<file path="config.mk">
export PLATFORM = sky130hd
export DESIGN_NAME = cebu_cordic
export DESIGN_NICKNAME = d
export VERILOG_FILES = /design/src/hw/rtl/cebu_pkg.sv /design/src/hw/rtl/cebu_cordic.sv
export SDC_FILE = /design/constraint.sdc
export NUM_CORES = 1
export LEC_CHECK = 0
export ABC_CLOCK_PERIOD_IN_PS = 6700
export BUFFER_PORTS_ARGS = -buffer_cell sky130_fd_sc_hd__clkbuf_2
export CAP_MARGIN = 20
export CELL_PAD_IN_SITES_DETAIL_PLACEMENT = 0
export CELL_PAD_IN_SITES_GLOBAL_PLACEMENT = 2
export CORE_MARGIN = 4
export CORE_UTILIZATION = 35
export CTS_CLUSTER_SIZE = 16
export DETAILED_ROUTE_END_ITERATION = 10
export GPL_ROUTABILITY_DRIVEN = 0
export PLACE_DENSITY_LB_ADDON = 0.05
export REMOVE_ABC_BUFFERS = 1
export SLEW_MARGIN = 20
export SYNTH_ARGS = -nofsm -noshare
export SYNTH_HDL_FRONTEND = slang
export SYNTH_SLANG_ARGS = --single-unit
export TNS_END_PERCENT = 50
</file>
<file path="constraint.sdc">
create_clock -name clk -period 6.7 [get_ports clk]
set_input_delay 0.335 -clock clk [delete_from_list [all_inputs] [get_ports clk]]
set_output_delay 0.335 -clock clk [all_outputs]
set_load 0.005 [all_outputs]
</file>
<file path="src/hw/rtl/cebu_pkg.sv">
`default_nettype none
// ----------------------------------------------------------------------------
// cebu_pkg
// Shared types, constants and arithmetic helpers of the camera basis block.
// ----------------------------------------------------------------------------
package cebu_pkg;

    typedef logic signed [32:0] wide_t;
    typedef logic signed [15:0] comp_t;
    typedef logic signed [31:0] pos_t;
    typedef logic signed [25:0] ang_t;
    typedef logic signed [65:0] prod_t;

    typedef struct packed {
        logic  done;
        wide_t cos_v;
        wide_t sin_v;
    } cordic_res_t;

    localparam int    CORDIC_STEPS = 16;
    localparam wide_t CORDIC_X0    = 33'sd652032874;
    localparam ang_t  DEG_90       = 26'sd5898240;
    localparam ang_t  DEG_180      = 26'sd11796480;
    localparam ang_t  DEG_360      = 26'sd23592960;

    // Arctangent of 2^-i in degrees scaled by 2^16.
    function automatic ang_t atan_deg(input logic [3:0] i);
        ang_t a;
        unique case (i)
            4'd0:  a = 26'sd2949120;
            4'd1:  a = 26'sd1740967;
            4'd2:  a = 26'sd919879;
            4'd3:  a = 26'sd466945;
            4'd4:  a = 26'sd234379;
            4'd5:  a = 26'sd117304;
            4'd6:  a = 26'sd58666;
            4'd7:  a = 26'sd29335;
            4'd8:  a = 26'sd14668;
            4'd9:  a = 26'sd7334;
            4'd10: a = 26'sd3667;
            4'd11: a = 26'sd1833;
            4'd12: a = 26'sd917;
            4'd13: a = 26'sd458;
            4'd14: a = 26'sd229;
            4'd15: a = 26'sd115;
        endcase
        return a;
    endfunction

    function automatic wide_t sx16(input comp_t v);
        return {{17{v[15]}}, v};
    endfunction

    // Add half an LSB, then shift right arithmetically.
    function automatic wide_t rnd_sh(input prod_t p, input int s);
        prod_t t;
        t = (p + (66'sd1 <<< (s - 1))) >>> s;
        return t[32:0];
    endfunction

    function automatic pos_t add_sat(input pos_t p, input wide_t d);
        logic signed [33:0] s;
        s = {{2{p[31]}}, p} + {d[32], d};
        if (s > 34'sh0_7FFF_FFFF)
            return 32'sh7FFF_FFFF;
        else if (s < -34'sh0_8000_0000)
            return 32'sh8000_0000;
        return s[31:0];
    endfunction

endpackage
`default_nettype wire

</file>
<file path="src/hw/rtl/cebu_cordic.sv">
`default_nettype none
// ----------------------------------------------------------------------------
// cebu_cordic
// Iterative rotation CORDIC: Q9.7 degrees in, cosine and sine in Q2.30 out.
// ----------------------------------------------------------------------------
module cebu_cordic
    import cebu_pkg::*;
(
    input  wire logic        clk,
    input  wire logic        rst_n,
    input  wire logic        start,
    input  wire logic [15:0] angle,
    output cordic_res_t      res
);

    logic        busy_reg;
    logic        done_reg;
    logic        neg_reg;
    logic [3:0]  it_reg;
    wide_t       x_reg;
    wide_t       y_reg;
    ang_t        z_reg;

    ang_t za, zb, zc, zd;
    logic neg0;
    wide_t dx, dy;

    always_comb
    begin
        za = {angle[15], angle, 9'b0};
        zb = (za >= DEG_180) ? za - DEG_360 : za;
        zc = (zb < -DEG_180) ? zb + DEG_360 : zb;
        neg0 = 1'b0;
        zd = zc;
        if (zc > DEG_90)
        begin
            zd = zc - DEG_180;
            neg0 = 1'b1;
        end
        else if (zc < -DEG_90)
        begin
            zd = zc + DEG_180;
            neg0 = 1'b1;
        end
        dx = y_reg >>> it_reg;
        dy = x_reg >>> it_reg;
    end

    always_ff @(posedge clk or negedge rst_n)
    begin
        if (!rst_n)
        begin
            busy_reg <= 1'b0;
            done_reg <= 1'b0;
            it_reg   <= '0;
        end
        else
        begin
            done_reg <= 1'b0;
            if (start)
            begin
                busy_reg <= 1'b1;
                it_reg   <= '0;
                x_reg    <= CORDIC_X0;
                y_reg    <= '0;
                z_reg    <= zd;
                neg_reg  <= neg0;
            end
            else if (busy_reg)
            begin
                if (z_reg >= 0)
                begin
                    x_reg <= x_reg - dx;
                    y_reg <= y_reg + dy;
                    z_reg <= z_reg - atan_deg(it_reg);
                end
                else
                begin
                    x_reg <= x_reg + dx;
                    y_reg <= y_reg - dy;
                    z_reg <= z_reg + atan_deg(it_reg);
                end
                it_reg <= it_reg + 4'd1;
                if (it_reg == 4'(CORDIC_STEPS - 1))
                begin
                    busy_reg <= 1'b0;
                    done_reg <= 1'b1;
                end
            end
        end
    end

    assign res.done  = done_reg;
    assign res.cos_v = neg_reg ? -x_reg : x_reg;
    assign res.sin_v = neg_reg ? -y_reg : y_reg;

endmodule
`default_nettype wire

</file>
==> impl_metrics.env, run 1 <==
export IMPL_routed_wire_length_per_instance_um=21.3
export IMPL_holdCritPathClass="in2async"
export IMPL_initial_core_util=0.353
export IMPL_timing_setup_tns_ns=0
export IMPL_number_of_antenna_violations_at_the_first_check_in_global_routing=0
export IMPL_place_area_sq_um=17400
export IMPL_worst_skew_pair_late_latency_ns=0.40
export IMPL_cts_buffers_inserted=9
export IMPL_detail_route_drc_violations=0
export IMPL_maxCapViolations=0
export IMPL_design_core_area_sq_um=46500
export IMPL_timing_reg2reg_worst_path_depth=19
export IMPL_layout_setup_ws_ns=0.440
export IMPL_detailroute_via_count=15500
export IMPL_yosys_register_bits=99
export IMPL_timing_critical_path_required_ns=6.84
export IMPL_crit_path_start_kind="flip-flop"
export IMPL_synth_ff_type="sky130_fd_sc_hd__edfxtp_1"
export IMPL_synth_warnings=0
export IMPL_post_route_util=0.381
export IMPL_r2r_end="x_reg[32]"
export IMPL_grt_max_degree=61
export IMPL_globalRouteOverflowTotal=0
export IMPL_row_count=79
export IMPL_post_drt_via_cell_ratio=5.90
export IMPL_port_buffer_count=85
export IMPL_outcome="completed"
export IMPL_fp_dieH_um=224
export IMPL_detail_route_antenna_nets=0
export IMPL_layout_area_overhead_vs_synth_pct=8.16
export IMPL_nets=2135
export IMPL_dp_worst_setup_slack_ns=0.270
export IMPL_worstReg2RegStart="it_reg[0]"
export IMPL_final_instance_count_excl_fill=2619
export IMPL_clock_skew_ns=0.0156
export IMPL_worstSetupEndpointType="flip-flop"
export IMPL_layout_cell_area_non_filler_sq_um=17700
export IMPL_post_synth_instance_area_sq_um=16400
export IMPL_synth_cell_type_count=86
export IMPL_post_route_period_util=0.934
export IMPL_edff_count_synth=93
export IMPL_worst_setup_path_type="reg2reg"
export IMPL_maxSlewHeadroom=0.361
export IMPL_irDropWorstVdd_uv=240
export IMPL_timing_final_crit_period_ns=6.26
export IMPL_power_total_mw=11.5
export IMPL_detailedPlacementHpwl_um=43300
export IMPL_io_pins=86
export IMPL_first_iter_violations=1033
export IMPL_avgSynthCellArea_sq_um=8.18
export IMPL_timing_critical_path_from="it_reg[0]"
export IMPL_final_setup_fails=0
export IMPL_die_width_um=224
export IMPL_finalHoldViolations=0
export IMPL_finalMaxSlewViolations=0
export IMPL_synth_seq_area_share=0.180
export IMPL_power_per_cell_area_nw_per_um2=646
export IMPL_ctsHtreeMaxLevel=3
export IMPL_crit_arrival_ns=6.40
export IMPL_timing_critical_path_fanout_max=22
export IMPL_fillers=4888
export IMPL_postSynth_asyncResetShare=0.0606
export IMPL_root_buffer_cell="sky130_fd_sc_hd__clkbuf_16"
export IMPL_ff2ff_setup_slack_ns=0.44
export IMPL_post_synth_inst_count=2002
export IMPL_layout_common_cells="sky130_fd_sc_hd__nand2_1 (198), sky130_fd_sc_hd__nor2_1 (171), sky130_fd_sc_hd__xnor2_1 (150)"
export IMPL_tritoncts_num_sinks=99
export IMPL_post_route_cells_drive_above_1_share=0.140
export IMPL_cts_buffer_depth=2
export IMPL_track_usage=0.216
export IMPL_routed_wirelength_um=55800
export IMPL_tritoncts="done"
export IMPL_leakagePower_nw=7.00
export IMPL_clkTransAtPathRegs_ns=0.09
export IMPL_drtPass1Iterations=5
export IMPL_fp_dieArea_sq_um=50300
export IMPL_number_of_global_route_vias_before_repair=14800
export IMPL_grt_pass1_wl_um=86000
export IMPL_final_common_cell="sky130_fd_sc_hd__nand2_1"
export IMPL_post_place_cells=2601
export IMPL_timing_worst_slew_pin_value_ns=0.955
export IMPL_timing_fmax_mhz=160
export IMPL_fin_worst_hold_slack_ns=0.0570
-- worst max-delay path, cell delays in order (launching register included) --
cell and delay [ns]:
sky130_fd_sc_hd__dfrtp_4 0.59, sky130_fd_sc_hd__buf_4 0.38, sky130_fd_sc_hd__mux4_2 0.63, sky130_fd_sc_hd__mux2_2 0.33, sky130_fd_sc_hd__or3_1 0.41, sky130_fd_sc_hd__a221oi_1 0.49
sky130_fd_sc_hd__nor3b_2 0.40, sky130_fd_sc_hd__a31o_2 0.22, sky130_fd_sc_hd__xor2_1 0.14, sky130_fd_sc_hd__ha_1 0.32, sky130_fd_sc_hd__a21o_1 0.20, sky130_fd_sc_hd__a31o_2 0.25
sky130_fd_sc_hd__nor2_1 0.12, sky130_fd_sc_hd__o311a_1 0.23, sky130_fd_sc_hd__o31a_1 0.25, sky130_fd_sc_hd__o211ai_1 0.15, sky130_fd_sc_hd__a41o_1 0.30, sky130_fd_sc_hd__nor4b_1 0.16
sky130_fd_sc_hd__a2111oi_1 0.33, sky130_fd_sc_hd__nand3_1 0.11
-- cell type report --
cell class	instances	area, sq um	area share
Clock inverter	7	58.8	0.00332
Multi-Input combinational cell	1702	12600	0.713
Antenna cell	1	2.50	0.000141
Timing Repair Buffer	141	887	0.0501
Tap cell	607	759	0.0429
Sequential cell	99	2960	0.167
Inverter	53	199	0.0112
Clock buffer	9	225	0.0127
-- report_power, final --
part	internal (mW)	total, mW	switching, mW
combinational	4.09	9.05	4.95
sequential	1.18	1.84	0.661
clock	0.260	0.566	0.306
total	5.53	11.5	5.92
-- cells by family after synthesis --
logic type | after synthesis | share of synthesized area
compound gates | 567 | 0.225
xor+xnor | 211 | 0.113
fa+ha+maj | 110 | 0.0854
buf+inv | 201 | 0.0506
flops | 99 | 0.180
mux | 178 | 0.161
simple gates | 636 | 0.186
-- routing by layer --
metal	vias up	GRT usage	routed length, um
met3	60	0.0281	2090
met4	0	0.0646	1550
met2	376	0.379	27700
li1	7481	-	-
met5	-	0	0
met1	7540	0.278	24400
-- timing repair --
item                                    in CTS  in global routing
endpoints found under the setup margin       0                  7
setup buffers                                0                  1
gates resized for setup                      0                  5
hold buffers                                 0                  0
-- synthesized netlist by cell type, types with 27 or more instances --
master / instances / area, sq um
sky130_fd_sc_hd__nand2_1: 198 / 743
sky130_fd_sc_hd__nor2_1: 171 / 642
sky130_fd_sc_hd__xnor2_1: 150 / 1310
sky130_fd_sc_hd__o21ai_0: 144 / 721
sky130_fd_sc_hd__a21oi_1: 130 / 651
sky130_fd_sc_hd__ha_1: 107 / 1340
sky130_fd_sc_hd__clkbuf_1: 93 / 349
sky130_fd_sc_hd__edfxtp_1: 93 / 2790
sky130_fd_sc_hd__mux2i_1: 84 / 841
sky130_fd_sc_hd__mux4_2: 65 / 1460
sky130_fd_sc_hd__xor2_1: 61 / 534
sky130_fd_sc_hd__inv_1: 49 / 184
sky130_fd_sc_hd__nor3_1: 48 / 240
sky130_fd_sc_hd__nand3_1: 37 / 185
sky130_fd_sc_hd__a21o_1: 34 / 255
sky130_fd_sc_hd__buf_1: 33 / 124
sky130_fd_sc_hd__or3_1: 28 / 175
sky130_fd_sc_hd__o31ai_1: 27 / 203
-- worst max-delay path by stage --
| stage | endpoint | cells past startpoint | slack (ns) |
|---|---|---|---|
| floorplan | z_reg[24] | 21 | -2.40 |
| global placement | x_reg[32] | 20 | 0.37 |
| detailed placement | x_reg[32] | 20 | 0.27 |
| CTS | x_reg[32] | 20 | 0.26 |
| global route | y_reg[32] | 23 | -0.01 |
| finish | x_reg[32] | 19 | 0.44 |
Power figures use the tool's default switching activity.
==> run 2, diff against run 1 <==
--- a/config.mk
+++ b/config.mk
@@ -10,7 +10,6 @@
 export CAP_MARGIN = 20
 export CELL_PAD_IN_SITES_DETAIL_PLACEMENT = 0
 export CELL_PAD_IN_SITES_GLOBAL_PLACEMENT = 2
-export CORE_MARGIN = 4
 export CORE_UTILIZATION = 35
 export CTS_CLUSTER_SIZE = 16
 export DETAILED_ROUTE_END_ITERATION = 10
==> run 2 against run 1 <==
Net effect:
- via count is 1.2% lower
- register-to-register slack worse by 0.04 ns
- wire length is 1.3% lower
- hold slack improved by 0.18 ns
- die area down 5.3%
- first-iteration DRC count shrank 5.3%
- maximum frequency decreased by 0.59%
- sequential cell count unchanged
- worst setup slack got worse by 0.037 ns
- highest routed layer unchanged
==> impl_metrics.env, run 2 (synthesis results as in run 1) <==
export IMPL_detail_route_antenna_nets=0
export IMPL_worstReg2RegStart="it_reg[0]"
export IMPL_maxCapViolations=0
export IMPL_timing_critical_path_fanout_max=23
export IMPL_worst_setup_path_type="reg2reg"
export IMPL_layout_area_seq_sq_um=2960
export IMPL_post_route_cells_drive_above_1_share=0.141
export IMPL_timing_final_crit_period_ns=6.30
export IMPL_final_setup_fails=0
export IMPL_diodes=0
export IMPL_drtPass1Iterations=5
export IMPL_min_path_cells=3
export IMPL_ctsHtreeMaxLevel=3
export IMPL_nets=2137
export IMPL_crit_arrival_ns=6.42
export IMPL_timing_critical_path_required_ns=6.82
export IMPL_layout_area_overhead_vs_synth_pct=8.10
export IMPL_tritoncts_num_sinks=99
export IMPL_globalRouteOverflowTotal=0
export IMPL_multi_input_area_sq_um=12600
export IMPL_root_buffer_cell="sky130_fd_sc_hd__clkbuf_16"
export IMPL_outcome="completed"
export IMPL_fp_dieH_um=218
export IMPL_fillers=4742
export IMPL_min_to="z_reg[14]"
export IMPL_grt_pass1_wl_um=86300
export IMPL_row_count=78
export IMPL_grt_max_degree=61
export IMPL_die_width_um=218
export IMPL_detailedPlacementHpwl_um=42600
export IMPL_design_core_area_sq_um=45800
export IMPL_routed_wire_length_per_instance_um=21.1
export IMPL_crit_path_start_kind="flip-flop"
export IMPL_hold_start="angle[5]"
export IMPL_holdCritPathClass="in2reg"
export IMPL_cts_buffer_depth=2
export IMPL_cts_buffers_inserted=9
export IMPL_grt_setup_unrepaired="no"
export IMPL_finalMaxSlewViolations=0
export IMPL_clkTransAtPathRegs_ns=0.08
export IMPL_fin_worst_hold_slack_ns=0.236
export IMPL_layout_common_cells="sky130_fd_sc_hd__nand2_1 (198), sky130_fd_sc_hd__nor2_1 (171), sky130_fd_sc_hd__xnor2_1 (150)"
export IMPL_io_pins=86
export IMPL_detail_route_drc_violations=0
export IMPL_timing_setup_tns_ns=0
export IMPL_track_usage=0.233
export IMPL_maxSlewHeadroom=0.390
export IMPL_number_of_global_route_vias_before_repair=14600
export IMPL_worstSetupEndpointType="flip-flop"
export IMPL_worst_skew_pair_late_latency_ns=0.40
export IMPL_timing_worst_slew_pin_value_ns=0.912
export IMPL_tritoncts="done"
export IMPL_leakagePower_nw=6.99
export IMPL_power_per_cell_area_nw_per_um2=642
export IMPL_number_of_antenna_violations_at_the_first_check_in_global_routing=0
export IMPL_port_buffer_count=85
export IMPL_ff2ff_setup_slack_ns=0.40
export IMPL_finalHoldViolations=0
export IMPL_first_iter_violations=978
export IMPL_post_route_period_util=0.940
export IMPL_r2r_end="x_reg[32]"
export IMPL_timing_fmax_mhz=159
export IMPL_detailroute_via_count=15300
export IMPL_routed_wirelength_um=55000
export IMPL_timing_reg2reg_worst_path_depth=19
export IMPL_irDropWorstVdd_uv=240
export IMPL_clock_skew_ns=0.0134
export IMPL_initial_core_util=0.358
export IMPL_fp_dieArea_sq_um=47700
export IMPL_final_common_cell="sky130_fd_sc_hd__nand2_1"
export IMPL_post_drt_via_cell_ratio=5.84
-- run 2: area by class of cell --
class                   instances  share of cell area
multi-input cells            1702               0.714
flip-flops and latches         99               0.167
repair buffers                143              0.0509
well taps                     600              0.0424
clock buffers                  10              0.0129
inverters                      53              0.0112
clock inverters                 6             0.00191
-- run 2: repair_timing --
item / 4_1_cts / 5_1_grt
setup buffers: 0 / 1
hold buffers: 1 / 0
setup endpoints to repair: 0 / 10
endpoints found under the hold margin: 3 / 0
gates resized for setup: 0 / 7
-- run 2: worst max path at each step --
stage | from | to | slack [ns] | depth (start not counted)
finish | it_reg[0] | x_reg[32] | 0.40 | 19
CTS | it_reg[0] | y_reg[32] | 0.26 | 21
floorplan | it_reg[0] | z_reg[24] | -2.40 | 21
detailed placement | it_reg[0] | y_reg[32] | 0.31 | 21
global placement | it_reg[0] | y_reg[32] | 0.41 | 23
global route | it_reg[0] | x_reg[32] | 0.02 | 21
-- run 2: worst max-delay path: stages, from the launching register on --
cell and delay, ns:
sky130_fd_sc_hd__dfrtp_4 0.57, sky130_fd_sc_hd__buf_6 0.29, sky130_fd_sc_hd__mux4_2 0.61, sky130_fd_sc_hd__mux2_2 0.32, sky130_fd_sc_hd__or3_1 0.41, sky130_fd_sc_hd__a221oi_1 0.53, sky130_fd_sc_hd__nor3b_2 0.40, sky130_fd_sc_hd__a31o_2 0.22
sky130_fd_sc_hd__xor2_1 0.18, sky130_fd_sc_hd__ha_1 0.33, sky130_fd_sc_hd__a21o_1 0.20, sky130_fd_sc_hd__a31o_2 0.26, sky130_fd_sc_hd__nor2_1 0.11, sky130_fd_sc_hd__o311a_1 0.23, sky130_fd_sc_hd__o31a_1 0.26, sky130_fd_sc_hd__o211ai_1 0.16
sky130_fd_sc_hd__a41o_1 0.29, sky130_fd_sc_hd__nor4b_1 0.16, sky130_fd_sc_hd__a2111oi_1 0.40, sky130_fd_sc_hd__nand3_1 0.12
-- run 2: stage by stage --
step	instances	power [mW]	setup slack, ns	utilization	cell area (sq um)
3_5_place_dp	2595	10.8	0.307	0.380	17400
2_1_floorplan	1854	8.40	-2.40	-	15800
3_3_place_gp	2595	10.8	0.411	0.380	17400
5_1_grt	2613	12.6	0.0231	0.387	17700
4_1_cts	2612	11.4	0.262	0.386	17700
6_report	2613	11.4	0.402	0.387	17700
-- run 2: layer usage --
| metal | global-route usage | vias up | share of wire |
|---|---|---|---|
| li1 | - | 7482 | - |
| met1 | 0.303 | 7472 | 0.45 |
| met2 | 0.412 | 273 | 0.50 |
| met3 | 0.0260 | 40 | 0.029 |
| met4 | 0.0501 | 0 | 0.017 |
| met5 | 0 | - | 0 |
-- run 2: report_power, final --
part / internal (mW) / switching (mW)
registers: 1.18 / 0.640
logic: 4.08 / 4.94
clock network: 0.249 / 0.279
total: 5.51 / 5.86
