**src/hw/rtl/cebu_pkg.sv**
```systemverilog
`default_nettype none
// ----------------------------------------------------------------------------
// cebu_pkg
// Shared types, constants and arithmetic helpers of the camera basis block.
// ----------------------------------------------------------------------------
package cebu_pkg;

    typedef logic signed [32:0] wide_t;
    typedef logic signed [15:0] comp_t;
    typedef logic signed [31:0] pos_t;
    typedef logic signed [25:0] ang_t;
    typedef logic signed [65:0] prod_t;

    typedef struct packed {
        logic  done;
        wide_t cos_v;
        wide_t sin_v;
    } cordic_res_t;

    localparam int    CORDIC_STEPS = 16;
    localparam wide_t CORDIC_X0    = 33'sd652032874;
    localparam ang_t  DEG_90       = 26'sd5898240;
    localparam ang_t  DEG_180      = 26'sd11796480;
    localparam ang_t  DEG_360      = 26'sd23592960;

    // Arctangent of 2^-i in degrees scaled by 2^16.
    function automatic ang_t atan_deg(input logic [3:0] i);
        ang_t a;
        unique case (i)
            4'd0:  a = 26'sd2949120;
            4'd1:  a = 26'sd1740967;
            4'd2:  a = 26'sd919879;
            4'd3:  a = 26'sd466945;
            4'd4:  a = 26'sd234379;
            4'd5:  a = 26'sd117304;
            4'd6:  a = 26'sd58666;
            4'd7:  a = 26'sd29335;
            4'd8:  a = 26'sd14668;
            4'd9:  a = 26'sd7334;
            4'd10: a = 26'sd3667;
            4'd11: a = 26'sd1833;
            4'd12: a = 26'sd917;
            4'd13: a = 26'sd458;
            4'd14: a = 26'sd229;
            4'd15: a = 26'sd115;
        endcase
        return a;
    endfunction

    function automatic wide_t sx16(input comp_t v);
        return {{17{v[15]}}, v};
    endfunction

    // Add half an LSB, then shift right arithmetically.
    function automatic wide_t rnd_sh(input prod_t p, input int s);
        prod_t t;
        t = (p + (66'sd1 <<< (s - 1))) >>> s;
        return t[32:0];
    endfunction

    function automatic pos_t add_sat(input pos_t p, input wide_t d);
        logic signed [33:0] s;
        s = {{2{p[31]}}, p} + {d[32], d};
        if (s > 34'sh0_7FFF_FFFF)
            return 32'sh7FFF_FFFF;
        else if (s < -34'sh0_8000_0000)
            return 32'sh8000_0000;
        return s[31:0];
    endfunction

endpackage
`default_nettype wire

```
**src/hw/rtl/cebu_norm.sv**
```systemverilog
`default_nettype none
// ----------------------------------------------------------------------------
// cebu_norm
// Vector normalizer: bit-pair integer square root, then a restoring divider
// that scales each component to Q2.14, rounded half away from zero.
// ----------------------------------------------------------------------------
module cebu_norm
    import cebu_pkg::*;
(
    input  wire logic        clk,
    input  wire logic        rst_n,
    input  wire logic        start,
    input  wire logic [63:0] sum,
    input  wire wide_t [2:0] vec,
    output logic             done,
    output comp_t [2:0]      res
);

    localparam logic [1:0] NS_IDLE = 2'd0;
    localparam logic [1:0] NS_SQRT = 2'd1;
    localparam logic [1:0] NS_LOAD = 2'd2;
    localparam logic [1:0] NS_DIV  = 2'd3;

    logic [1:0]  state_reg;
    logic        done_reg;
    logic [4:0]  cnt_reg;
    logic [1:0]  idx_reg;
    logic [63:0] n_reg;
    logic [63:0] root_reg;
    logic [63:0] bit_reg;
    logic [48:0] rem_reg;
    logic [48:0] d_reg;
    logic [15:0] q_reg;
    wide_t [2:0] vec_reg;
    comp_t [2:0] res_reg;

    logic [63:0] trial;
    wide_t       sel;
    wide_t       mag;
    logic        take;
    logic [15:0] qn;
    logic signed [16:0] qs;
    comp_t       qout;

    always_comb
    begin
        trial = root_reg + bit_reg;
        unique case (idx_reg)
            2'd0:    sel = vec_reg[0];
            2'd1:    sel = vec_reg[1];
            default: sel = vec_reg[2];
        endcase
        mag  = (sel < 0) ? -sel : sel;
        take = (rem_reg >= d_reg);
        qn   = {q_reg[14:0], take};
        qs   = (sel < 0) ? -$signed({1'b0, qn}) : $signed({1'b0, qn});
        if (qs > 17'sd32767)
            qout = 16'sh7FFF;
        else if (qs < -17'sd32768)
            qout = 16'sh8000;
        else
            qout = qs[15:0];
    end

    always_ff @(posedge clk or negedge rst_n)
    begin
        if (!rst_n)
        begin
            state_reg <= NS_IDLE;
            done_reg  <= 1'b0;
            cnt_reg   <= '0;
            idx_reg   <= '0;
        end
        else
        begin
            done_reg <= 1'b0;
            unique case (state_reg)
                NS_IDLE:
                begin
                    if (start)
                    begin
                        n_reg     <= sum;
                        root_reg  <= '0;
                        bit_reg   <= 64'h4000_0000_0000_0000;
                        cnt_reg   <= '0;
                        vec_reg   <= vec;
                        state_reg <= NS_SQRT;
                    end
                end
                NS_SQRT:
                begin
                    if (n_reg >= trial)
                    begin
                        n_reg    <= n_reg - trial;
                        root_reg <= (root_reg >> 1) + bit_reg;
                    end
                    else
                    begin
                        root_reg <= root_reg >> 1;
                    end
                    bit_reg <= bit_reg >> 2;
                    cnt_reg <= cnt_reg + 5'd1;
                    if (cnt_reg == 5'd31)
                    begin
                        idx_reg   <= '0;
                        state_reg <= NS_LOAD;
                    end
                end
                NS_LOAD:
                begin
                    if (root_reg == 64'd0)
                    begin
                        // A zero-length vector normalizes to all zero.
                        res_reg   <= '0;
                        done_reg  <= 1'b1;
                        state_reg <= NS_IDLE;
                    end
                    else
                    begin
                        rem_reg   <= ({17'b0, mag[31:0]} << 14) + 49'(root_reg >> 1);
                        d_reg     <= {1'b0, root_reg[32:0], 15'b0};
                        q_reg     <= '0;
                        cnt_reg   <= '0;
                        state_reg <= NS_DIV;
                    end
                end
                NS_DIV:
                begin
                    if (take)
                        rem_reg <= rem_reg - d_reg;
                    q_reg   <= qn;
                    d_reg   <= d_reg >> 1;
                    cnt_reg <= cnt_reg + 5'd1;
                    if (cnt_reg == 5'd15)
                    begin
                        unique case (idx_reg)
                            2'd0:    res_reg[0] <= qout;
                            2'd1:    res_reg[1] <= qout;
                            default: res_reg[2] <= qout;
                        endcase
                        if (idx_reg == 2'd2)
                        begin
                            done_reg  <= 1'b1;
                            state_reg <= NS_IDLE;
                        end
                        else
                        begin
                            idx_reg   <= idx_reg + 2'd1;
                            state_reg <= NS_LOAD;
                        end
                    end
                end
            endcase
        end
    end

    assign done = done_reg;
    assign res  = res_reg;

endmodule
`default_nettype wire

```
**config.mk**
```make
export PLATFORM = sky130hd
export DESIGN_NAME = cebu_norm
export DESIGN_NICKNAME = d
export VERILOG_FILES = /design/src/hw/rtl/cebu_pkg.sv /design/src/hw/rtl/cebu_norm.sv
export SDC_FILE = /design/constraint.sdc
export NUM_CORES = 1
export LEC_CHECK = 0
export BUFFER_PORTS_ARGS = -buffer_cell sky130_fd_sc_hd__buf_2
export CAP_MARGIN = 20
export CORE_AREA = 2 2 246 248
export CTS_CLUSTER_DIAMETER = 80
export DETAILED_ROUTE_END_ITERATION = 8
export DIE_AREA = 0 0 248 250
export PLACE_DENSITY_LB_ADDON = 0.3
export SYNTH_ARGS = -nofsm -noshare
export SYNTH_HDL_FRONTEND = slang
export SYNTH_SLANG_ARGS = --single-unit
```
**constraint.sdc**
```tcl
create_clock -name clk -period 40.1 [get_ports clk]
set_clock_uncertainty 0.1 [all_clocks]
set_input_delay 6.015 -clock clk [delete_from_list [all_inputs] [get_ports clk]]
set_output_delay 6.015 -clock clk [all_outputs]
set_load 0.05 [all_outputs]
```
==> results.yml, run 1 <==
setup_path:
  critPathLaunch: "rst_n"
  path_class: "in2reg"
  worstPathArrival_ns: 8.19
  critPathCapture: "rem_reg[40]$_DFFE_PP_"
  path_common_cell: "buf_4"
  startpoint_type: "input port"
  crit_buf_inv: 3
  r2r_slack_ns: 32.71
  r2r-start: "root_reg[18]$_SDFFCE_PN0P_"
  worstSetupPathDepth: 6
  r2r_cells: 26
  slowest_stage: "buf_4"
  critPathMaxFanout: 64
  reg2reg_to: "n_reg[51]$_DFFE_PP_"
  slowest_delay_ns: 0.66
  crit_required_ns: 40.23
  path_cells: "buf_2 -> nand2_1 -> nor2b_4 -> buf_4 -> a21boi_4 -> buf_4"
  worstSetupEndpointType: "flip-flop"
  cp_top_family: "buffers and inverters"
outcome:
  status: "finished, final reports clean"
global_route:
  grt_antenna_before_repair: 1
  grt_pass1_wl_mm: 123.7
  grt-ovfl-total: 0
  track_usage: 0.2477
  grt_start_max_net_pins: 96
  grt_pass1_vias: 23243
floorplanning:
  core_sq_um: 59570
  die_w_um: 248
  die_height_um: 250
  initial_core_util: 0.4947
  io_pins: 215
  die-area_sq_um: 62000
  placementRows: 90
place:
  hpwl_mm: 57.85
  gp_congestion: 0.9382
  portBuffers: 214
  placed_cell_area_sq_um: 31220
logic_synthesis:
  synth_top_family_by_area: "compound AO/OA/AOI/OAI gates"
  ys_seq_area_frac: 0.4354
  ys.flop_type: "edfxtp_1"
  muxShareOfSynthArea: 0.002463
  yosys.area_share.simple: 0.1482
  synth.distinct_cells: 81
  synth-compound-area-share: 0.2028
  ys.warnings.count: 0
  ys_seq_elements: 429
  syn_avg_cell_area_sq_um: 9.649
  syn_inst: 3054
  synth_area_sq_um: 29470
  synth-adder-area-share: 0.09460
  syn_nets: 3441
  synth_xor_area_frac: 0.08559
  synth-async-reset-ratio: 0.02331
  synth_edf_count: 419
layout:
  regArea_sq_um: 12830
  layout.nets: 3594
  drive_gt1_frac: 0.1111
  final_area_sq_um: 32950
  fillerInstances: 5174
  multi_input_area_sq_um: 15800
  largest_reg_flops: 99
  area_growth_pct: 11.82
clock_tree:
  cts_resized: 0
  cts_sinks: 429
  clk_pin_slew_ns: 0.06
  clockBufferDepth: 3
  cts_tree: "done"
  postCtsSetupBuffers: 0
  cts-root-buf: "clkbuf_16"
  cts_buffers: 50
  cts_hold_buffers: 0
  clock_latency_ns: 0.62
  htreeDepth: 2
sta:
  fmax_ghz: 0.1241
  rsz0062_at_grt: "false"
  finalCriticalPeriod_ns: 8.055
  tightestPinTransition_ns: 1.031
  setup_tns_ns: 0
  fin_crit_sh: 0.2009
  setup_viol: 0
  relSlewSlack: 0.3094
  slew_violations: 0
  hold_viol_final: 0
detailed_routing:
  drc: 0
  wl_per_cell_um: 19.43
  viasPerCell: 5.978
  vias: 24096
  drt_pass1_iterations: 6
  antenna_left: 0
  drt_iter0_drc: 1920
  wirelength_mm: 78.32
job:
  drv_cap: 0
hold_path:
  hp-class: "reg2reg"
==> area by class of cell <==
type / instances / share of cell area
tap: 782 / 0.02969
multi-input combinational: 2386 / 0.4794
antenna: 1 / 0.00007594
inverter: 103 / 0.01181
clock inverter: 38 / 0.01272
timing repair buffer: 237 / 0.03835
sequential: 429 / 0.3894
clock buffer: 55 / 0.03854
==> worst register-to-register path: cells and delay by family (launching register included) <==
family | cells | cell delay [ns]
buffers and inverters | 2 | 0.94
AOI/OAI and AO/OA | 13 | 2.52
and+or+nand+nor | 8 | 1.72
DFF | 1 | 0.62
adders and majority gates | 2 | 0.86
xor gates and xnor gates | 1 | 0.19
==> placed cells by master (no fill, tap or decap), types with 26 or more instances in the layout <==
cell,netlist,final
o21ai_1,45,45
and3_1,44,44
a22o_1,30,30
nand3_1,52,52
nor2_1,236,235
xnor2_1,150,150
o21ai_0,214,214
edfxtp_1,419,419
o21bai_1,35,35
and2_1,51,51
nand4_1,49,49
nand2_1,316,315
clkbuf_16,0,50
a31oi_1,72,72
a21oi_1,221,220
nand2b_1,27,26
nor4_1,26,26
inv_1,102,101
a211oi_1,41,41
nor2b_1,43,40
xor2_1,138,138
ha_1,218,218
a21o_1,109,109
buf_2,11,214
==> Yosys cell counts (5+ instances only) <==
master | instances | area [sq um]
a31oi_1 | 72 | 450.4
nand2_1 | 316 | 1186
o21a_1 | 23 | 172.7
and3_1 | 44 | 275.3
a21boi_0 | 6 | 45.04
edfxtp_1 | 419 | 12580
xor2_1 | 138 | 1209
buf_1 | 8 | 30.03
or4_1 | 8 | 60.06
a211oi_1 | 41 | 307.8
ha_1 | 218 | 2728
dfrtp_1 | 10 | 250.2
a21oi_1 | 221 | 1106
nand3_1 | 52 | 260.3
nor2_1 | 236 | 885.9
inv_1 | 102 | 382.9
o22ai_1 | 16 | 100.1
xnor2_1 | 150 | 1314
nor2b_1 | 43 | 269.0
a22o_1 | 30 | 262.8
o211ai_1 | 12 | 90.09
nor3_1 | 25 | 125.1
o41ai_1 | 8 | 70.07
o31ai_1 | 24 | 180.2
a21o_1 | 109 | 818.3
and2_1 | 51 | 319.1
a22oi_1 | 9 | 67.56
o31a_1 | 5 | 43.79
o21bai_1 | 35 | 262.8
nand4_1 | 49 | 306.5
nor3b_1 | 5 | 37.54
buf_2 | 11 | 55.05
clkbuf_1 | 116 | 435.4
nor4_1 | 26 | 162.7
mux2i_1 | 5 | 50.05
a221oi_1 | 9 | 78.83
nand2b_1 | 27 | 168.9
a31o_2 | 13 | 113.9
a211o_1 | 5 | 43.79
o21ai_0 | 214 | 1071
o21ai_1 | 45 | 225.2
a31o_1 | 6 | 52.55
and4_1 | 12 | 105.1
or3_1 | 18 | 112.6
==> worst min path at each step <==
stage	slack (ns)	from	cells after the start	to
5_1_grt	0.47	cnt_reg[0]$_DFFE_PN0P_	1	cnt_reg[0]$_DFFE_PN0P_
4_1_cts	0.43	cnt_reg[0]$_DFFE_PN0P_	1	cnt_reg[0]$_DFFE_PN0P_
2_1_floorplan	0.38	cnt_reg[0]$_DFFE_PN0P_	1	cnt_reg[0]$_DFFE_PN0P_
3_3_place_gp	0.40	cnt_reg[0]$_DFFE_PN0P_	1	cnt_reg[0]$_DFFE_PN0P_
6_report	0.43	cnt_reg[0]$_DFFE_PN0P_	1	cnt_reg[0]$_DFFE_PN0P_
3_5_place_dp	0.43	cnt_reg[0]$_DFFE_PN0P_	1	cnt_reg[0]$_DFFE_PN0P_
==> cell families after synthesis <==
logic type / after synthesis
AO/OA/AOI/OAI: 946
XOR/XNOR: 288
adder cells (fa/ha/maj): 221
buffers and inverters: 239
flip-flops: 429
multiplexers: 7
AND/OR/NAND/NOR: 924
==> routing by layer <==
layer | wire, um | GRT usage | vias to the layer above
met5 | 0 | 0 | -
met1 | 34030 | 0.3358 | 11555
met2 | 37610 | 0.4099 | 731
li1 | - | - | 11664
met4 | 2529 | 0.08503 | 0
met3 | 4148 | 0.02893 | 146
==> stage by stage <==
| stage | hold WS (ns) | setup slack (ns) | cells | util |
|---|---|---|---|---|
| detailed placement | 0.4256 | 31.42 | 3935 | 0.5242 |
| CTS | 0.4343 | 32.06 | 4028 | 0.5525 |
| global route | 0.4723 | 31.87 | 4030 | 0.5531 |
| floorplan | 0.3775 | 21.36 | 3054 | - |
| finish | 0.4303 | 32.05 | 4031 | 0.5532 |
| global placement | 0.3971 | 31.44 | 3935 | 0.5242 |
Power of run 1 is not shown: default switching activity piles up to over one toggle a cycle in this logic, so the estimate is an artifact.
==> run 2: changes to the inputs <==
clock period = 6.45 ns   (was 40.1 ns; I/O delays follow)
==> results.yml, run 2 (synthesis gave the netlist of run 1 again) <==
setup_path:
  worstSetupEndpointType: "flip-flop"
  path_class: "reg2reg"
  slowest_delay_ns: 0.43
  slowest_stage: "edfxtp_1"
  r2r-start: "root_reg[0]$_SDFFCE_PN0P_"
  critPathMaxFanout: 32
  path_common_cell: "buf_12"
  reg2reg_to: "n_reg[6]$_DFFE_PP_"
  r2r_slack_ns: 0.17
  crit_buf_inv: 3
  r2r_cells: 25
  worstPathArrival_ns: 6.46
  cp_top_family: "compound AO/OA/AOI/OAI gates"
  startpoint_type: "flip-flop"
  crit_required_ns: 6.63
detailed_routing:
  vias: 24399
  antenna_left: 0
  wl_per_cell_um: 20.12
  drt_pass1_iterations: 6
  wirelength_mm: 81.61
  viasPerCell: 6.014
  drc: 0
  drt_iter0_drc: 1911
sta:
  fin_crit_sh: 0.9729
  finalCriticalPeriod_ns: 6.276
  tightestPinTransition_ns: 1.146
  rsz0062_at_grt: "false"
  hold_viol_final: 0
  setup_viol: 0
  slew_violations: 0
  fmax_ghz: 0.1594
  relSlewSlack: 0.2308
  whs_ns: 0.1234
clock_tree:
  cts-root-buf: "clkbuf_16"
  clock_latency_ns: 0.63
  clockBufferDepth: 3
  cts_tree: "done"
  cts_buffers: 50
  htreeDepth: 2
  cts_hold_buffers: 0
  clk_pin_slew_ns: 0.07
  cts_sinks: 429
global_route:
  grt_start_max_net_pins: 100
  track_usage: 0.2569
  grt_antenna_before_repair: 2
  grt-ovfl-total: 0
  grt_pass1_vias: 23640
  grt_pass1_wl_mm: 127.1
job:
  drv_cap: 0
place:
  portBuffers: 214
  gp_congestion: 0.9632
  hpwl_mm: 59.95
layout:
  drive_gt1_frac: 0.1235
  fillerInstances: 5122
  largest_reg_flops: 99
  layout_commonest_cell: "edfxtp_1"
  regArea_sq_um: 12830
  layout.nets: 3619
  area_growth_pct: 13.36
  multi_input_area_sq_um: 15960
  mostFrequentLayoutCells: "edfxtp_1 (419), nand2_1 (314), nor2_1 (235), a21oi_1 (215), ha_1 (215)"
floorplanning:
  die_height_um: 250
  core_sq_um: 59570
  initial_core_util: 0.4947
  die-area_sq_um: 62000
  io_pins: 215
  die_w_um: 248
  placementRows: 90
hold_path:
  hp-class: "in2async"
outcome:
  status: "finished, final reports clean"
## run 2: what timing repair did
item	in CTS	in global routing
endpoints found under the setup margin	0	107
buffers inserted	0	2
gates resized for setup	0	15
## run 2: metal layers
metal,up-vias,GRT usage,share of wire
met2,810,0.4260,0.48
met4,2,0.07938,0.029
met5,-,0,0.00016
li1,11697,-,-
met1,11735,0.3463,0.43
met3,155,0.03699,0.059
## run 2: cell type report
type                    instances  share of cell area
repair buffers                262             0.04498
clock buffers                  55             0.03865
multi-input cells            2386              0.4778
diodes                          3           0.0002247
inverters                     103             0.01165
clock inverters                37             0.01326
flip-flops and latches        429              0.3841
well taps                     782             0.02929
## run 2: per-stage QoR
step / utilization / setup WS, ns / instances / instance area, sq um / TNS [ns]
floorplan: - / -3.241 / 3054 / 29630 / -207.42
global placement: 0.5294 / 0.2465 / 3956 / 31530 / 0
global route: 0.5607 / 0.004556 / 4054 / 33400 / 0
detailed placement: 0.5294 / 0.1871 / 3956 / 31530 / 0
finish: 0.5608 / 0.1745 / 4057 / 33410 / 0
CTS: 0.5585 / 0.1414 / 4048 / 33270 / 0
## run 2: worst max-delay path by stage
stage / from / to / slack [ns] / depth (start not counted)
finish: root_reg[0]$_SDFFCE_PN0P_ / n_reg[6]$_DFFE_PP_ / 0.17 / 25
global route: root_reg[0]$_SDFFCE_PN0P_ / n_reg[4]$_DFFE_PP_ / 0.005 / 27
CTS: root_reg[0]$_SDFFCE_PN0P_ / n_reg[10]$_DFFE_PP_ / 0.14 / 25
detailed placement: root_reg[0]$_SDFFCE_PN0P_ / n_reg[52]$_DFFE_PP_ / 0.19 / 25
global placement: root_reg[0]$_SDFFCE_PN0P_ / n_reg[53]$_DFFE_PP_ / 0.25 / 25
floorplan: root_reg[2]$_SDFFCE_PN0P_ / n_reg[0]$_DFFE_PP_ / -3.24 / 26
Power of run 2 is left out for the same reason.
==> run 3: changes to the inputs <==
ABC_AREA = 1   (was not set)
CORE_AREA = 2 2 269 271   (was 2 2 246 248)
DIE_AREA = 0 0 271 273   (was 0 0 248 250)
==> results.yml, run 3 <==
outcome:
  status: "finished, final reports clean"
floorplanning:
  die-area_sq_um: 73980
  die_height_um: 273
  initial_core_util: 0.4977
  core_sq_um: 71000
  die_w_um: 271
  io_pins: 215
  placementRows: 98
global_route:
  track_usage: 0.3474
  grt-ovfl-total: 0
  grt_antenna_before_repair: 1
  grt_pass1_vias: 34693
  grt_pass1_wl_mm: 198.1
  grt_start_max_net_pins: 104
setup_path:
  cp_top_family: "simple AND/OR/NAND/NOR gates"
  path_common_cell: "nand2_1"
  worstSetupEndpointType: "flip-flop"
  r2r-start: "root_reg[6]$_SDFFCE_PN0P_"
  r2r_slack_ns: 0.69
  slowest_stage: "edfxtp_1"
  path_class: "reg2reg"
  crit_buf_inv: 4
  worstPathArrival_ns: 5.93
  reg2reg_to: "n_reg[9]$_DFFE_PP_"
  critPathMaxFanout: 64
  slowest_delay_ns: 0.50
  r2r_cells: 26
  crit_required_ns: 6.62
  startpoint_type: "flip-flop"
layout:
  drive_gt1_frac: 0.08330
  fin_util: 0.5566
  mostFrequentLayoutCells: "nand2_1 (1231), inv_1 (641), nor2_1 (608), edfxtp_1 (419), o21ai_0 (377)"
  layout.nets: 5494
  largest_reg_flops: 99
  area_growth_pct: 11.82
  layout_commonest_cell: "nand2_1"
  fillerInstances: 6855
job:
  drv_cap: 0
detailed_routing:
  met3_wirelength_mm: 9.223
  route.met2.wl_mm: 61.64
  highest_layer: "met4"
  wl_met1_mm: 52.43
  drt_pass1_iterations: 6
  drt_iter0_drc: 3310
  wl_per_cell_um: 21.54
  drc: 0
  antenna_left: 0
  wirelength_mm: 131.4
  viasPerCell: 5.782
  vias: 35278
clock_tree:
  cts-root-buf: "clkbuf_16"
  cts_hold_buffers: 0
  cts_buffers: 53
  clock_latency_ns: 0.63
  cts_tree: "done"
  htreeDepth: 2
  clk_pin_slew_ns: 0.06
  cts_resized: 0
  clockBufferDepth: 3
  postCtsSetupBuffers: 0
  cts_sinks: 429
logic_synthesis:
  synth_edf_count: 419
  synth-async-reset-ratio: 0.02331
  synth_area_sq_um: 35340
  ys.flop_type: "edfxtp_1"
  synth_top_area_share: 0.3561
  synth.distinct_cells: 60
  ys.warnings.count: 0
  syn_avg_cell_area_sq_um: 7.221
  synthTopCellsByArea: "edfxtp_1 (36%), nand2_1 (13%), ha_1 (7.7%), inv_1 (6.8%), nor2_1 (6.5%)"
  ys_seq_elements: 429
  yosysMostFrequentCell: "nand2_1"
  syn_inst: 4894
  syn_nets: 5281
  synth_area_leader_cell: "edfxtp_1"
  ys_seq_area_frac: 0.3631
  synth_common_cells: "nand2_1 (1232), inv_1 (644), nor2_1 (611)"
sta:
  setup_viol: 0
  relSlewSlack: 0.3027
  rsz0062_at_grt: "false"
  whs_ns: 0.1219
  finalCriticalPeriod_ns: 5.763
  tightestPinTransition_ns: 1.035
  hold_viol_final: 0
  setup_tns_ns: 0
  slew_violations: 0
  fin_crit_sh: 0.8935
  fmax_ghz: 0.1735
place:
  gp_congestion: 1.012
  portBuffers: 214
  hpwl_mm: 105.8
hold_path:
  hp-class: "in2async"
==> run 3: routing by layer <==
metal	up-vias	track usage
met4	0	0.1957
met5	-	0
li1	16821	-
met1	16544	0.4293
met2	1535	0.5902
met3	378	0.04147
==> run 3: worst max path at each step <==
stage,depth (start not counted),startpoint,endpoint
finish,26,root_reg[6]$_SDFFCE_PN0P_,n_reg[9]$_DFFE_PP_
global route,26,root_reg[2]$_SDFFCE_PN0P_,n_reg[9]$_DFFE_PP_
CTS,26,root_reg[6]$_SDFFCE_PN0P_,n_reg[5]$_DFFE_PP_
detailed placement,26,root_reg[6]$_SDFFCE_PN0P_,n_reg[4]$_DFFE_PP_
global placement,26,root_reg[6]$_SDFFCE_PN0P_,n_reg[6]$_DFFE_PP_
floorplan,2,rst_n,vec_reg[0]$_DFFE_PP_
==> run 3: final cells by class <==
cell class                 count  area, sq um  area share
multi-input combinational   3696        19550      0.4947
sequential                   429        12830      0.3248
timing repair buffer         274         1572     0.03977
tap                          950         1189     0.03008
clock buffer                  56         1338     0.03385
clock inverter                42        578.1     0.01463
inverter                     653         2454     0.06210
antenna                        1        2.502  0.00006333
==> run 3: stage by stage <==
stage,setup WS [ns],area (sq um),std cells
after floorplan,0.5623,35340,4894
after global placement,0.8493,37550,6000
after detailed placement,0.7695,37550,6000
after CTS,0.7473,39470,6098
after global routing,0.2283,39510,6101
final,0.6869,39510,6101
==> run 3: cells by family after synthesis <==
kind of cell    after synthesis  synth area share
compound gates              957            0.1516
fa+ha+maj                   221           0.07889
buf+inv                     769           0.08469
flops                       429            0.3631
simple gates               2329            0.2748
xor+xnor                    189           0.04684
Power of run 3 is left out for the same reason.
